<file path="config.mk">
export PLATFORM = sky130hd
export DESIGN_NAME = hysteresis_debounce_presence_detector_flat
export DESIGN_NICKNAME = d
export VERILOG_FILES = /design/src/hdpd_pkg.sv /design/src/hdpd_intf.sv /design/src/hysteresis_debounce_presence_detector.sv /design/src/flat_wrapper.sv
export SDC_FILE = /design/constraint.sdc
export NUM_CORES = 1
export LEC_CHECK = 0
export BUFFER_PORTS_ARGS = -buffer_cell sky130_fd_sc_hd__buf_2
export CAP_MARGIN = 25
export CORE_ASPECT_RATIO = 1.4
export CORE_UTILIZATION = 66
export CTS_CLUSTER_SIZE = 8
export DETAILED_ROUTE_END_ITERATION = 12
export PLACE_DENSITY_LB_ADDON = 0.05
export SLEW_MARGIN = 20
export SYNTH_ARGS = -nofsm -noshare
export SYNTH_HDL_FRONTEND = slang
export SYNTH_SLANG_ARGS = --single-unit
</file>
<file path="constraint.sdc">
create_clock -name clock -period 8.9 [get_ports clock]
set_input_delay 0.89 -clock clock [delete_from_list [all_inputs] [get_ports clock]]
set_output_delay 0.89 -clock clock [all_outputs]
set_load 0.01 [all_outputs]
</file>
<file path="src/hdpd_pkg.sv">
// package for the hysteresis debounce presence detector
// field widths, register indexes, reset values and detection codes
// no dependencies
package hdpd_pkg;

   localparam int CHAN_W  = 4;
   localparam int DIST_W  = 12;
   localparam int COUNT_W = 4;
   localparam int DET_W   = 2;
   localparam int CSR_IDX_W  = 2;
   localparam int CSR_DATA_W = 12;

   localparam int NUM_CHANNELS_DEFAULT = 16;
   localparam int NUM_CHANNELS_MAX     = 256;

   localparam logic              ENABLE_RST          = 1'b1;
   localparam logic [DIST_W-1:0] ENTER_THRESHOLD_RST = 12'd20;
   localparam logic [DIST_W-1:0] EXIT_THRESHOLD_RST  = 12'd30;
   localparam logic [COUNT_W-1:0] DEBOUNCE_COUNT_RST = 4'd3;

   typedef enum logic [CSR_IDX_W-1:0] {
      CSR_ENABLE          = 2'd0,
      CSR_ENTER_THRESHOLD = 2'd1,
      CSR_EXIT_THRESHOLD  = 2'd2,
      CSR_DEBOUNCE_COUNT  = 2'd3
   } csr_index_type;

   typedef enum logic [DET_W-1:0] {
      DET_CLEAR    = 2'd0,
      DET_DETECTED = 2'd1,
      DET_UNKNOWN  = 2'd2
   } detection_type;

endpackage

</file>
<file path="src/hdpd_intf.sv">
// request and response channel interfaces, valid/ready handshake
// depends on hdpd_pkg for the field widths
interface hdpd_req_if
   import hdpd_pkg::*;
();
   logic              valid;
   logic              ready;
   logic [CHAN_W-1:0] channel;
   logic [DIST_W-1:0] distance;
   logic              invalid;

   modport source (output valid, output channel, output distance, output invalid,
                   input ready);
   modport sink   (input valid, input channel, input distance, input invalid,
                   output ready);
endinterface

interface hdpd_rsp_if
   import hdpd_pkg::*;
();
   logic              valid;
   logic              ready;
   logic [DET_W-1:0]  detection;
   logic [CHAN_W-1:0] channel_out;

   modport source (output valid, output detection, output channel_out, input ready);
   modport sink   (input valid, input detection, input channel_out, output ready);
endinterface

</file>
<file path="src/hysteresis_debounce_presence_detector.sv">
// a request is captured in the input stage registers, then its response is registered in the output stage
// throughput: one request per cycle, held back only by response backpressure
// the single evaluate stage reads and updates the channel table
// reset: channel table cleared, registers back to their defaults
// depends on hdpd_pkg and the channel interfaces in hdpd_intf
module hysteresis_debounce_presence_detector
   import hdpd_pkg::*;
#(
   parameter int NUM_CHANNELS = NUM_CHANNELS_DEFAULT
) (
   input  logic                  clock,
   input  logic                  reset,
   hdpd_req_if.sink              req_chan,
   hdpd_rsp_if.source            rsp_chan,
   input  logic                  csr_we,
   input  logic [CSR_IDX_W-1:0]  csr_index,
   input  logic [CSR_DATA_W-1:0] csr_wdata
);

   localparam int CHAN_SPAN = 1 << CHAN_W;
   localparam int DEPTH = (NUM_CHANNELS < CHAN_SPAN) ? NUM_CHANNELS : CHAN_SPAN;
   localparam int IDX_W = (DEPTH > 1) ? $clog2(DEPTH) : 1;
   localparam int CMP_W = $clog2(NUM_CHANNELS_MAX + 1);

   // configuration registers
   logic               enable_ff;
   logic [DIST_W-1:0]  enter_thr_ff;
   logic [DIST_W-1:0]  exit_thr_ff;
   logic [COUNT_W-1:0] debounce_ff;

   always_ff @(posedge clock) begin
      if (reset) begin
         enable_ff    <= ENABLE_RST;
         enter_thr_ff <= ENTER_THRESHOLD_RST;
         exit_thr_ff  <= EXIT_THRESHOLD_RST;
         debounce_ff  <= DEBOUNCE_COUNT_RST;
      end else if (csr_we) begin
         case (csr_index_type'(csr_index))
            CSR_ENABLE:          enable_ff    <= csr_wdata[0];
            CSR_ENTER_THRESHOLD: enter_thr_ff <= csr_wdata[DIST_W-1:0];
            CSR_EXIT_THRESHOLD:  exit_thr_ff  <= csr_wdata[DIST_W-1:0];
            CSR_DEBOUNCE_COUNT:  debounce_ff  <= csr_wdata[COUNT_W-1:0];
            default: ;
         endcase
      end
   end

   // input stage
   logic              s1_valid_ff, s1_valid_in;
   logic [CHAN_W-1:0] s1_channel_ff;
   logic [DIST_W-1:0] s1_distance_ff;
   logic              s1_invalid_ff;

   // output stage
   logic              rsp_valid_ff, rsp_valid_in;
   logic [DET_W-1:0]  rsp_det_ff, rsp_det_in;
   logic [CHAN_W-1:0] rsp_chan_ff;

   // channel table
   logic [DEPTH-1:0]   det_ff, det_in;
   logic [DEPTH-1:0]   primed_ff, primed_in;
   logic [DEPTH-1:0]   cand_ff, cand_in;
   logic [COUNT_W-1:0] count_ff [DEPTH];
   logic [COUNT_W-1:0] count_in [DEPTH];

   logic               in_range, emit, out_free, s1_move;
   logic [IDX_W-1:0]   idx;
   logic               cur_det, cur_primed, cur_cand;
   logic [COUNT_W-1:0] cur_count;
   logic [DIST_W-1:0]  thr;
   logic               cand, agree, new_det;
   logic [COUNT_W-1:0] new_count;

   assign in_range = CMP_W'(s1_channel_ff) < CMP_W'(NUM_CHANNELS);
   assign emit     = s1_valid_ff && enable_ff && in_range;
   assign out_free = !rsp_valid_ff || rsp_chan.ready;
   assign s1_move  = s1_valid_ff && (!emit || out_free);
   assign req_chan.ready = !s1_valid_ff || s1_move;
   assign idx = in_range ? s1_channel_ff[IDX_W-1:0] : '0;

   always_comb begin
      cur_det    = det_ff[idx];
      cur_primed = primed_ff[idx];
      cur_cand   = cand_ff[idx];
      cur_count  = count_ff[idx];
      thr        = cur_det ? exit_thr_ff : enter_thr_ff;
      cand       = s1_distance_ff <= thr;
      agree      = cur_primed && (cand == cur_cand);
      if (agree) begin
         new_count = (cur_count < debounce_ff) ? cur_count + 1'b1 : cur_count;
      end else begin
         new_count = COUNT_W'(1);
      end
      new_det = (new_count >= debounce_ff) ? cand : cur_det;

      det_in    = det_ff;
      primed_in = primed_ff;
      cand_in   = cand_ff;
      count_in  = count_ff;
      if (emit && s1_move) begin
         if (s1_invalid_ff) begin
            det_in[idx]    = 1'b0;
            primed_in[idx] = 1'b0;
            cand_in[idx]   = 1'b0;
            count_in[idx]  = '0;
         end else begin
            det_in[idx]    = new_det;
            primed_in[idx] = 1'b1;
            cand_in[idx]   = cand;
            count_in[idx]  = new_count;
         end
      end

      if (s1_invalid_ff) begin
         rsp_det_in = DET_UNKNOWN;
      end else if (new_det) begin
         rsp_det_in = DET_DETECTED;
      end else begin
         rsp_det_in = DET_CLEAR;
      end

      if (emit && s1_move) begin
         rsp_valid_in = 1'b1;
      end else if (rsp_chan.ready) begin
         rsp_valid_in = 1'b0;
      end else begin
         rsp_valid_in = rsp_valid_ff;
      end

      if (req_chan.valid && req_chan.ready) begin
         s1_valid_in = 1'b1;
      end else if (s1_move) begin
         s1_valid_in = 1'b0;
      end else begin
         s1_valid_in = s1_valid_ff;
      end
   end

   always_ff @(posedge clock) begin
      if (reset) begin
         s1_valid_ff  <= 1'b0;
         rsp_valid_ff <= 1'b0;
         det_ff       <= '0;
         primed_ff    <= '0;
         cand_ff      <= '0;
         for (int i = 0; i < DEPTH; i++) begin
            count_ff[i] <= '0;
         end
      end else begin
         s1_valid_ff  <= s1_valid_in;
         rsp_valid_ff <= rsp_valid_in;
         det_ff       <= det_in;
         primed_ff    <= primed_in;
         cand_ff      <= cand_in;
         count_ff     <= count_in;
      end
   end

   always_ff @(posedge clock) begin
      if (req_chan.valid && req_chan.ready) begin
         s1_channel_ff  <= req_chan.channel;
         s1_distance_ff <= req_chan.distance;
         s1_invalid_ff  <= req_chan.invalid;
      end
      if (emit && s1_move) begin
         rsp_det_ff  <= rsp_det_in;
         rsp_chan_ff <= s1_channel_ff;
      end
   end

   assign rsp_chan.valid       = rsp_valid_ff;
   assign rsp_chan.detection   = rsp_det_ff;
   assign rsp_chan.channel_out = rsp_chan_ff;

endmodule
</file>
<file path="src/flat_wrapper.sv">
// flat-port wrapper written by rule: the top's interface ports become plain ports
module hysteresis_debounce_presence_detector_flat import hdpd_pkg::*;
#(
   parameter int NUM_CHANNELS = NUM_CHANNELS_DEFAULT
)
  (clock, reset, csr_we, csr_index, csr_wdata, req_chan_valid, req_chan_channel, req_chan_distance, req_chan_invalid, req_chan_ready, rsp_chan_valid, rsp_chan_detection, rsp_chan_channel_out, rsp_chan_ready);
  hdpd_req_if req_chan_i ();
  hdpd_rsp_if rsp_chan_i ();
  input  logic clock;
  input  logic reset;
  input  logic csr_we;
  input  logic [CSR_IDX_W-1:0] csr_index;
  input  logic [CSR_DATA_W-1:0] csr_wdata;
  input wire logic [$bits(req_chan_i.valid)-1:0] req_chan_valid;
  input wire logic [$bits(req_chan_i.channel)-1:0] req_chan_channel;
  input wire logic [$bits(req_chan_i.distance)-1:0] req_chan_distance;
  input wire logic [$bits(req_chan_i.invalid)-1:0] req_chan_invalid;
  output wire logic [$bits(req_chan_i.ready)-1:0] req_chan_ready;
  output wire logic [$bits(rsp_chan_i.valid)-1:0] rsp_chan_valid;
  output wire logic [$bits(rsp_chan_i.detection)-1:0] rsp_chan_detection;
  output wire logic [$bits(rsp_chan_i.channel_out)-1:0] rsp_chan_channel_out;
  input wire logic [$bits(rsp_chan_i.ready)-1:0] rsp_chan_ready;
  assign req_chan_i.valid = req_chan_valid;
  assign req_chan_i.channel = req_chan_channel;
  assign req_chan_i.distance = req_chan_distance;
  assign req_chan_i.invalid = req_chan_invalid;
  assign req_chan_ready = req_chan_i.ready;
  assign rsp_chan_valid = rsp_chan_i.valid;
  assign rsp_chan_detection = rsp_chan_i.detection;
  assign rsp_chan_channel_out = rsp_chan_i.channel_out;
  assign rsp_chan_i.ready = rsp_chan_ready;
  hysteresis_debounce_presence_detector #(.NUM_CHANNELS(NUM_CHANNELS)) u_core (.clock(clock), .reset(reset), .req_chan(req_chan_i), .rsp_chan(rsp_chan_i), .csr_we(csr_we), .csr_index(csr_index), .csr_wdata(csr_wdata));
endmodule
</file>
== Yosys cells after proc, flatten, opt, wreduce, memory -nomap -nowiden ==
Index checks and enable logic that the tools add are counted.
Word-level totals
  register bits: 166
  input port bits: 36
  output and inout bits: 8
  logic and storage cells: 99
Operators by class
  $add $sub $neg: 1
  $lt $le $gt $ge: 7
  eq/ne operators: 4
  muxes and demuxes: 29
  bitwise operators: 8
  reductions and logical operators: 20
Operators with widths (number)
  64-bit bitwise AND: 1
  64-bit bitwise mux: 1
  64-bit 2-to-1 mux: 1
  64-bit inverter: 1
  16-bit bitwise AND: 3
  16-bit 2-to-1 mux: 3
  16-bit bitwise mux: 2
  4-bit 2-to-1 mux: 5
  4-bit binary-select mux with 4-bit select: 1
  4-bit demux with 4-bit select: 1
  16-bit inverter: 1
  16-bit OR: 1
  1-bit binary-select mux with 4-bit select: 3
  12-bit <= comparator: 1
  12-bit 2-to-1 mux: 1
  1-bit 2-to-1 mux: 10
  2-bit AND reduction: 4
  1-bit logical AND: 7
  5-bit >= comparator, second input constant: 1
  4-bit by 5-bit less-than comparator with 1-bit output, second input constant: 1
  5-bit by 1-bit less-than comparator with 1-bit output, second input constant: 1
  4-bit inverter with 5-bit output: 1
  4-bit by 1-bit adder with 4-bit output, second input constant: 1
  1-bit demux with 4-bit select: 1
  other kinds (10): 16

== Logic depth before layout (Yosys ltp) ==
Gate-level depths: netlist of the first run.
  word-level depth: 11
  mapped depth: 25
  depth with buffers taken out: 19

== Worst setup path after synthesis of the first run ==
No wires, ideal clock.
  path type: reg2reg
  from: register u_core.s1_channel_ff[0] (netlist: u_core.idx[0])
  to: register u_core.det_ff[11]
  setup time: 70 ps
  data arrival time: 5536 ps
  data required time: 8830 ps
  slack: 3294 ps
  cell stages (with the launch flop): 26
  path buffers: 6
  period minus slack after synthesis: 5606 ps
  cells stage by stage: edfxtp_1 -> buf_6 -> buf_6 -> mux4_2 -> a22oi_1 -> nand2_1 -> buf_1 -> mux2i_1 -> ha_1 -> nand2_1 -> o21ai_0 -> a221oi_1 -> a21oi_1 -> mux2_4 -> a21oi_2 -> buf_2 -> ha_1 -> nand2b_1 -> a21o_1 -> a21o_1 -> a21o_1 -> a211oi_1 -> buf_2 -> buf_2 -> nand3_1 -> a21oi_1
On the way
  longest elaborated chain between the ends: 11
  elaborated cells between the ends (all ways): 29
  those cells by class: 1 x add/sub; 5 x order compare; 1 x eq/ne; 17 x mux; 3 x bitwise; 2 x reduce/logical
RTL lines
  from (decl): RTL line hysteresis_debounce_presence_detector.sv:50  | logic [CHAN_W-1:0] s1_channel_ff;
  from (signal assigned): RTL line hysteresis_debounce_presence_detector.sv:161  | s1_channel_ff <= req_chan.channel;
  1-bit binary-select mux with 4-bit select / 4-bit inverter with 5-bit output (equally long branches): RTL line hysteresis_debounce_presence_detector.sv:82, hysteresis_debounce_presence_detector.sv:85
  1-bit 2-to-1 mux (not written as such) / 4-bit binary-select mux with 4-bit select (equally long branches): RTL line hysteresis_debounce_presence_detector.sv:82, hysteresis_debounce_presence_detector.sv:85
  12-bit 2-to-1 mux / 4-bit 2-to-1 mux (equally long branches): RTL line hysteresis_debounce_presence_detector.sv:86, hysteresis_debounce_presence_detector.sv:85
  12-bit <= comparator / 4-bit 2-to-1 mux (equally long branches): RTL line hysteresis_debounce_presence_detector.sv:87, hysteresis_debounce_presence_detector.sv:85
  1-bit == test (tied with other cells): RTL line hysteresis_debounce_presence_detector.sv:88  | agree = cur_primed && (cand == cur_cand);
  1-bit logical AND / 4-bit 2-to-1 mux (equally long branches): RTL line hysteresis_debounce_presence_detector.sv:88, hysteresis_debounce_presence_detector.sv:90
  4-bit 2-to-1 mux: RTL line hysteresis_debounce_presence_detector.sv:89  | if (agree) begin
  4-bit >= comparator: RTL line hysteresis_debounce_presence_detector.sv:94  | new_det = (new_count >= debounce_ff) ? cand : cur_det;
  1-bit 2-to-1 mux: RTL line hysteresis_debounce_presence_detector.sv:94
  16-bit bitwise mux: RTL line hysteresis_debounce_presence_detector.sv:107  | det_in[idx] = new_det;
  16-bit 2-to-1 mux *: RTL line hysteresis_debounce_presence_detector.sv:101  | if (s1_invalid_ff) begin
  to (signal assigned): RTL line hysteresis_debounce_presence_detector.sv:152  | det_ff <= det_in;
  to (decl): RTL line hysteresis_debounce_presence_detector.sv:60  | logic [DEPTH-1:0] det_ff, det_in;
Mark *: on every way between the ends. The rest lies on a longest branch, timed or not. The select of a mux whose other input is x is not followed.
A chain may end at the register's enable or synchronous reset.

== Worst setup path after layout of the first run ==
  from: register u_core.s1_channel_ff[2] (netlist: u_core.idx[2])
  to: register u_core.det_ff[4]
Same word-level chain as after synthesis.

==> summary.txt, run 1 <==
Critical path
  • Setup CP Type: flip-flop to flip-flop
  • Critical Path RT: 9.23 ns
  • Crit-path cells: nor2b_1 -> a22oi_1 -> nand2_1 -> mux2i_1 -> ha_1 -> a21oi_1 -> o21ai_0 -> a221oi_1 -> a21oi_1 -> buf_4 -> mux2_4 -> a21oi_2 -> ha_1 -> nand2b_1 -> a21o_1 -> a21o_1 -> a21o_1 -> a211oi_2 -> buf_4 -> o21ai_0 -> a21oi_1
  • R2R Setup Slk: 1.96 ns
  • Critical Path Max Stage Delay: 0.70 ns
  • R2R cell count: 21
  • Crit path capture: u_core.det_ff[4]
  • RR Startpoint: u_core.idx[2]
  • Slowest-stage cell, CP: nor2b_1
  • CP Capture Type: flip-flop
  • WP data arrival: 7.27 ns
  • Crit Path Max Fanout: 29
  • CP startpoint: u_core.idx[2]
  • Worst R2R End: u_core.det_ff[4]
  • Startpoint types: flip-flop

Route
  • DRT Pass-1 Iters: 5
  • Top routing layer used: met4
  • Drt total wl: 20,200 um
  • Met3 WL: 1240 um
  • Routed Antenna Nets: 0
  • DR WL met2: 10,600 um
  • Vias: 6,355
  • Per-cell routed wire length: 21.2 um
  • Routed vias/inst: 6.65
  • First DRT Iteration DRCs: 668
  • Metal1 wirelength: 7340 um
  • DRC: 0

Yosys
  • Ys flop type: dfxtp_1
  • Post-synth top area cell: dfxtp_1
  • Syn_nets: 860
  • Post-synthesis compound-gate area fraction: 17.7%
  • Post-synthesis simple-gate area fraction: 18.2%
  • Main combinational cell family by area after synthesis: simple AND/OR/NAND/NOR gates
  • Yosys reg bits: 166
  • Syn Std Cell Area: 0.00791 sq mm
  • Post-synthesis async set-or-reset flop share: 0%
  • Post-Synth Adder-Cell Area: 3.17%
  • Synth unique cells: 49
  • Post-Synth XOR/XNOR Area: 0.411%
  • Post-synth top area share: 36.2%
  • Number of flops mapped to enable cells by yosys: 23
  • Seq/Total Area, Yosys: 44.9%
  • Avg Cell Area, Syn: 9.83 sq um
  • Ys Warns: 0
  • Mapped Cells: 804
  • Synth area leaders: dfxtp_1, edfxtp_1, mux4_2
  • Mux contribution to synthesized area: 10.8%

Clock network
  • Hold_buf cts: 0
  • Clk_lat worst skew: 0.43 ns
  • Sink Count: 166
  • Post-CTS Setup Bufs: 0
  • Inserted Clock Buffers: 17
  • CTS resizes: 0
  • Clk buf depth: 2
  • CTS root buf: clkbuf_16
  • CTS tree: yes
  • Clock H-tree levels: 4
  • CTS clk-pin slew, worst paths: 0.07 ns

GRT
  • Largest net degree at the start of global routing: 99
  • Initial antenna violation count: 0
  • Overall global routing resource usage: 33.3%
  • Global-route wire length before repair: 30,900 um
  • Overflow after GRT: 0
  • Number of global-route vias before repair: 6,117

Pwr
  • PD cells: 188 mW/mm^2
  • Leak: 3.27 nW
  • Peak supply drop: 0.147 mV
  • Total power: 1.62 mW

Floorplanning
  • FP Rows: 46
  • Die area: 0.0124 sq mm
  • Initial Util: 68.7%
  • Core area: 0.0115 sq mm
  • Ports: 44
  • Die Height: 132 um
  • Die width: 94.5 um

STA
  • Final Setup Violations: 0
  • Minimum clock period after layout: 6.94 ns
  • Period utilization: 77.9%
  • Worst hold margin: 0.458 ns
  • Slew @ Worst Pin: 1.03 ns
  • F_max: 144 MHz
  • Count of final hold-check violations: 0
  • Final clock skew: 0.00928 ns
  • RSZ-0062 raised after global routing: false
  • Worst slew margin: 30.9%
  • Final max-slew violation count: 0
  • Setup TNS: 0 ns

Layout
  • Nets: 855
  • Area growth syn-to-layout: 9.12%
  • Finished Layout Cells: 956
  • Share of layout cells above drive strength 1: 16.3%
  • # diodes: 0
  • Fillers: 842

Placement
  • Routability Congestion: 0.926
  • Port bufs: 43
  • Final HPWL DP: 13,200 um
  • Placed Instances: 924

Status
  • Status: finished, final reports clean

Hold path
  • Hold Path Class: flip-flop to flip-flop

Flow run
  • Max-cap violations: 0
[report_power, final]
group | switching [mW] | total, mW | internal [mW]
clock | 0.333 | 0.732 | 0.398
combinational | 0.0683 | 0.105 | 0.0370
sequential | 0.0135 | 0.787 | 0.773
total | 0.415 | 1.62 | 1.21
[kinds of logic after synthesis]
family,Yosys count
xor gates and xnor gates,2
buffers and inverters,85
AOI/OAI and AO/OA,191
DFF,166
adders and majority gates,20
and+or+nand+nor,289
muxes,51
[state kept, by name (all words and copies together), names as in the netlist, named ones only]
signal                       count
u_core.exit_thr_ff              12
u_core.s1_invalid_ff             1
u_core.enable_ff                 1
u_core.count_ff                 64
u_core.idx                       4
u_core.det_ff                   16
u_core.rsp_chan.valid            1
u_core.s1_valid_ff               1
u_core.cand_ff                  16
u_core.s1_distance_ff           12
u_core.rsp_chan.channel_out      4
u_core.debounce_ff               4
u_core.enter_thr_ff             12
u_core.rsp_chan.detection        2
[layer usage]
metal / track usage [%] / vias to the layer above
met3: 5.84 / 76
li1: - / 2928
met5: 0 / -
met4: 19.2 / 0
met2: 57.8 / 276
met1: 37.5 / 3075
[how the worst min path moves through the flow]
stage,from,end,slack [ns],depth (start not counted)
2_1_floorplan,u_core.idx[3],u_core.rsp_chan.channel_out[3],0.42,0
3_3_place_gp,u_core.exit_thr_ff[0],u_core.exit_thr_ff[0],0.44,2
3_5_place_dp,u_core.exit_thr_ff[0],u_core.exit_thr_ff[0],0.45,2
4_1_cts,u_core.enter_thr_ff[7],u_core.enter_thr_ff[7],0.46,2
5_1_grt,u_core.exit_thr_ff[8],u_core.exit_thr_ff[8],0.48,2
6_report,u_core.enter_thr_ff[7],u_core.enter_thr_ff[7],0.46,2
[metrics by stage]
stage	utilization [%]	worst slack, ns	cell area [sq um]
after global routing	74.9	1.60	8630
final	74.9	1.96	8630
after detailed placement	69.9	2.18	8050
after CTS	74.9	2.07	8630
after global placement	69.8	2.34	8030
after floorplan	-	3.29	7910
[layout make-up]
| class | instances | area (sq um) | share of cell area [%] |
|---|---|---|---|
| flip-flops and latches | 166 | 3550 | 41.2 |
| inverters | 9 | 33.8 | 0.392 |
| repair buffers | 52 | 293 | 3.39 |
| clock inverters | 15 | 156 | 1.81 |
| well taps | 144 | 180 | 2.09 |
| clock buffers | 17 | 425 | 4.93 |
| multi-input cells | 553 | 3990 | 46.2 |
[placed cells by master, fill, tap and decap left out, types with 16 or more instances in the layout]
cell and count:
nand3_1 16, nor3_1 17, a21oi_1 72, a32o_1 32, a21o_1 16, nor2_1 79
o31ai_1 17, dfxtp_1 143, mux4_2 27, edfxtp_1 23, buf_2 42, nand2_1 76
nand3b_1 39, ha_1 20, clkbuf_16 17, nor2b_1 41, mux2i_1 21
[Yosys cell counts, drive strengths merged (3+ instances only)]
master,n
o21ai,15
buf,20
and2,5
a211o,3
mux4,27
nor2b,41
a21oi,73
nand2,76
nor2,81
nand4,4
ha,20
mux2i,21
mux2,3
clkbuf,56
nor3,17
edfxtp,23
a21o,16
nand3b,39
nand3,16
a211oi,3
o41ai,16
o31ai,17
a22oi,10
dfxtp,143
a32o,32
inv,9
[critical path: cells and delay by family (launching register included)]
kind            cells  cell delay [ns]
flops               1             0.67
buf+inv             2             0.51
mux                 2             0.87
simple gates        3             1.42
compound gates     12             2.66
fa+ha+maj           2             0.68
Note: power is estimated with default switching activity, not from simulation.
==> run 2: changes to the inputs <==
--- a/config.mk
+++ b/config.mk
@@ -8,7 +8,7 @@
 export BUFFER_PORTS_ARGS = -buffer_cell sky130_fd_sc_hd__buf_2
 export CAP_MARGIN = 25
 export CORE_ASPECT_RATIO = 1.4
-export CORE_UTILIZATION = 66
+export CORE_UTILIZATION = 55
 export CTS_CLUSTER_SIZE = 8
 export DETAILED_ROUTE_END_ITERATION = 12
 export PLACE_DENSITY_LB_ADDON = 0.05
==> constraint.sdc (replaced) <==
create_clock -name clock -period 6.26 [get_ports clock]
set_input_delay 0.626 -clock clock [delete_from_list [all_inputs] [get_ports clock]]
set_output_delay 0.626 -clock clock [all_outputs]
set_load 0.01 [all_outputs]
==> run 2 against run 1 <==
Compared with the run above: via count down 3.0%; final cell count up 5.0%; global-route usage down 4.8 points; non-clock buffer count up 7; flip-flop and latch count unchanged; critical path type unchanged; largest power group unchanged.
==> summary.txt, run 2 (synthesized netlist as in run 1, its figures left out) <==
STA
  • Count of final hold-check violations: 0 (unchanged)
  • Slew @ Worst Pin: 0.931 ns (-0.100 ns)
  • Final clock skew: 0.0141 ns (+0.00483 ns)
  • Minimum clock period after layout: 5.80 ns (-1.13 ns)
  • Period utilization: 92.7% (+15 points)
  • Final Setup Violations: 0 (unchanged)
  • Final max-slew violation count: 0 (unchanged)
  • Worst hold margin: 0.365 ns (-0.0930 ns)
  • RSZ-0062 raised after global routing: false
  • F_max: 172 MHz (+20%)
  • Setup TNS: 0 ns (unchanged)
  • Worst slew margin: 37.6% (+6.7 points)

Floorplanning
  • Die area: 0.0149 sq mm (+20%)
  • Die width: 103 um (+9.3%)
  • Die Height: 144 um (+9.4%)
  • FP Rows: 51 (+11%)
  • Initial Util: 56.6% (-12 points)
  • Core area: 0.0140 sq mm (+21%)
  • Ports: 44 (unchanged)

Route
  • Routed Antenna Nets: 0 (unchanged)
  • Drt total wl: 19,900 um (-1.6%)
  • Routed vias/inst: 6.14 (-7.6%)
  • Per-cell routed wire length: 19.8 um (-6.3%)
  • DRC: 0 (unchanged)
  • First DRT Iteration DRCs: 378 (-43%)
  • DRT Pass-1 Iters: 5 (unchanged)
  • Vias: 6,165 (-3.0%)

GRT
  • Global-route wire length before repair: 31,000 um (+0.36%)
  • Overall global routing resource usage: 28.5% (-4.8 points)
  • Largest net degree at the start of global routing: 95 (-4.0%)
  • Number of global-route vias before repair: 5,847 (-4.4%)
  • Overflow after GRT: 0 (unchanged)
  • Initial antenna violation count: 0 (unchanged)

Critical path
  • Startpoint types: flip-flop
  • WP data arrival: 6.16 ns (-1.11 ns)
  • Slowest-stage cell, CP: edfxtp_1
  • Setup CP Type: flip-flop to flip-flop
  • Crit-path cells: and2_1 -> a22oi_1 -> nand2_1 -> mux2i_1 -> ha_1 -> a21oi_1 -> o21ai_0 -> a221oi_1 -> a21oi_1 -> mux2_4 -> a21oi_2 -> ha_1 -> nand2b_1 -> a21o_1 -> a21o_1 -> a21o_1 -> a211oi_2 -> buf_4 -> o21ai_0 -> a21oi_1
  • Buffers plus inverters on the worst setup path: 1 (-1)
  • CP Capture Type: flip-flop
  • CP delay by family, top: compound AO/OA/AOI/OAI gates
  • Critical Path RT: 6.61 ns (-2.62 ns)
  • Critical Path Max Stage Delay: 0.73 ns (+0.03 ns)
  • Crit Path Max Fanout: 29 (unchanged)

Clock network
  • CTS root buf: clkbuf_16
  • Clock H-tree levels: 4 (unchanged)
  • Hold_buf cts: 0 (unchanged)
  • CTS clk-pin slew, worst paths: 0.07 ns (about the same)
  • CTS resizes: 0 (unchanged)
  • Clk_lat worst skew: 0.43 ns (about the same)
  • Clk buf depth: 2 (unchanged)
  • Inserted Clock Buffers: 17 (unchanged)
  • Sink Count: 166 (unchanged)
  • Post-CTS Setup Bufs: 0 (unchanged)
  • CTS tree: yes

Layout
  • Fillers: 1,174 (+39%)
  • Most frequent cells in the layout: dfxtp_1, nor2_1, nand2_1
  • Share of layout cells above drive strength 1: 16.8% (+0.59 points)
  • Most flops, register: u_core.count_ff
  • Area growth syn-to-layout: 10.4%
  • # diodes: 0 (unchanged)
  • Area of the multi-input gates: 0.00399 sq mm (+0.22%)
  • Register area: 0.00355 sq mm (unchanged)
  • Nets: 862 (+0.82%)
  • Max reg flops: 64 (unchanged)
  • Finished Layout Cells: 1,004 (+5.0%)
  • Commonest non-fill, non-tap cell in the layout: dfxtp_1
  • Fin util: 62.5% (-12 points)
  • Biggest regs: u_core.count_ff: 64 flops, u_core.cand_ff: 16 flops, u_core.det_ff: 16 flops

Placement
  • Placed Instances: 972 (+5.2%)
  • Routability Congestion: 0.891 (-3.8%)
  • Port bufs: 43 (unchanged)
  • Final HPWL DP: 13,500 um (+1.7%)

Flow run
  • Max-cap violations: 0 (unchanged)

Hold path
  • Hold Path Class: input pin to flip-flop

Status
  • Status: finished, final reports clean

Pwr
  • Total power: 2.30 mW (+42%)
  • Peak supply drop: 0.146 mV (-0.54%)
  • Leak: 3.29 nW (+0.66%)
  • PD cells: 263 mW/mm^2 (+40%)
## run 2: path summary, 6_finish.rpt
path | startpoint | to | slack (ns) | cells after the start
worst max-delay path | u_core.idx[2] | u_core.det_ff[8] | 0.46 | 20
worst min register to register | u_core.exit_thr_ff[0] | u_core.exit_thr_ff[0] | 0.46 | 2
worst max register to register | u_core.idx[2] | u_core.det_ff[8] | 0.46 | 20
worst min-delay path | req_chan_distance[8] | u_core.s1_distance_ff[8] | 0.37 | 1
## run 2: metrics by stage
step	instance area [sq um]	setup slack (ns)
2_1_floorplan	7910	0.654
3_3_place_gp	8140	0.569
3_5_place_dp	8140	0.495
4_1_cts	8720	0.447
5_1_grt	8730	0.0653
6_report	8730	0.458
## run 2: final cells by class
cell class | instances | share of cell area (%)
clock inverter | 14 | 1.73
clock buffer | 18 | 4.92
sequential | 166 | 40.7
multi-input combinational | 553 | 45.7
timing repair buffer | 59 | 3.87
tap | 185 | 2.65
inverter | 9 | 0.387
## run 2: worst reg2reg max path: cells and delay by family, from the launching register on
kind                       cells  cell delay, ns
DFF                            1            0.73
AOI/OAI and AO/OA             12            2.13
and+or+nand+nor                3            1.19
adders and majority gates      2            0.55
muxes                          2            0.82
buffers and inverters          1            0.30
## run 2: per-layer routing
layer	wire length (um)	GRT usage (%)	vias to the layer above
met3	979	4.91	49
met2	10300	49.6	210
met4	863	14.4	0
met1	7790	33.2	2957
met5	0	0	-
li1	-	-	2949
## run 2: report_power, final
part	leakage, nW	internal (mW)	switching (mW)
Sequential	1.38	1.10	0.0161
Clock	0.277	0.592	0.438
Combinational	1.64	0.0543	0.0990
Total	3.29	1.75	0.553
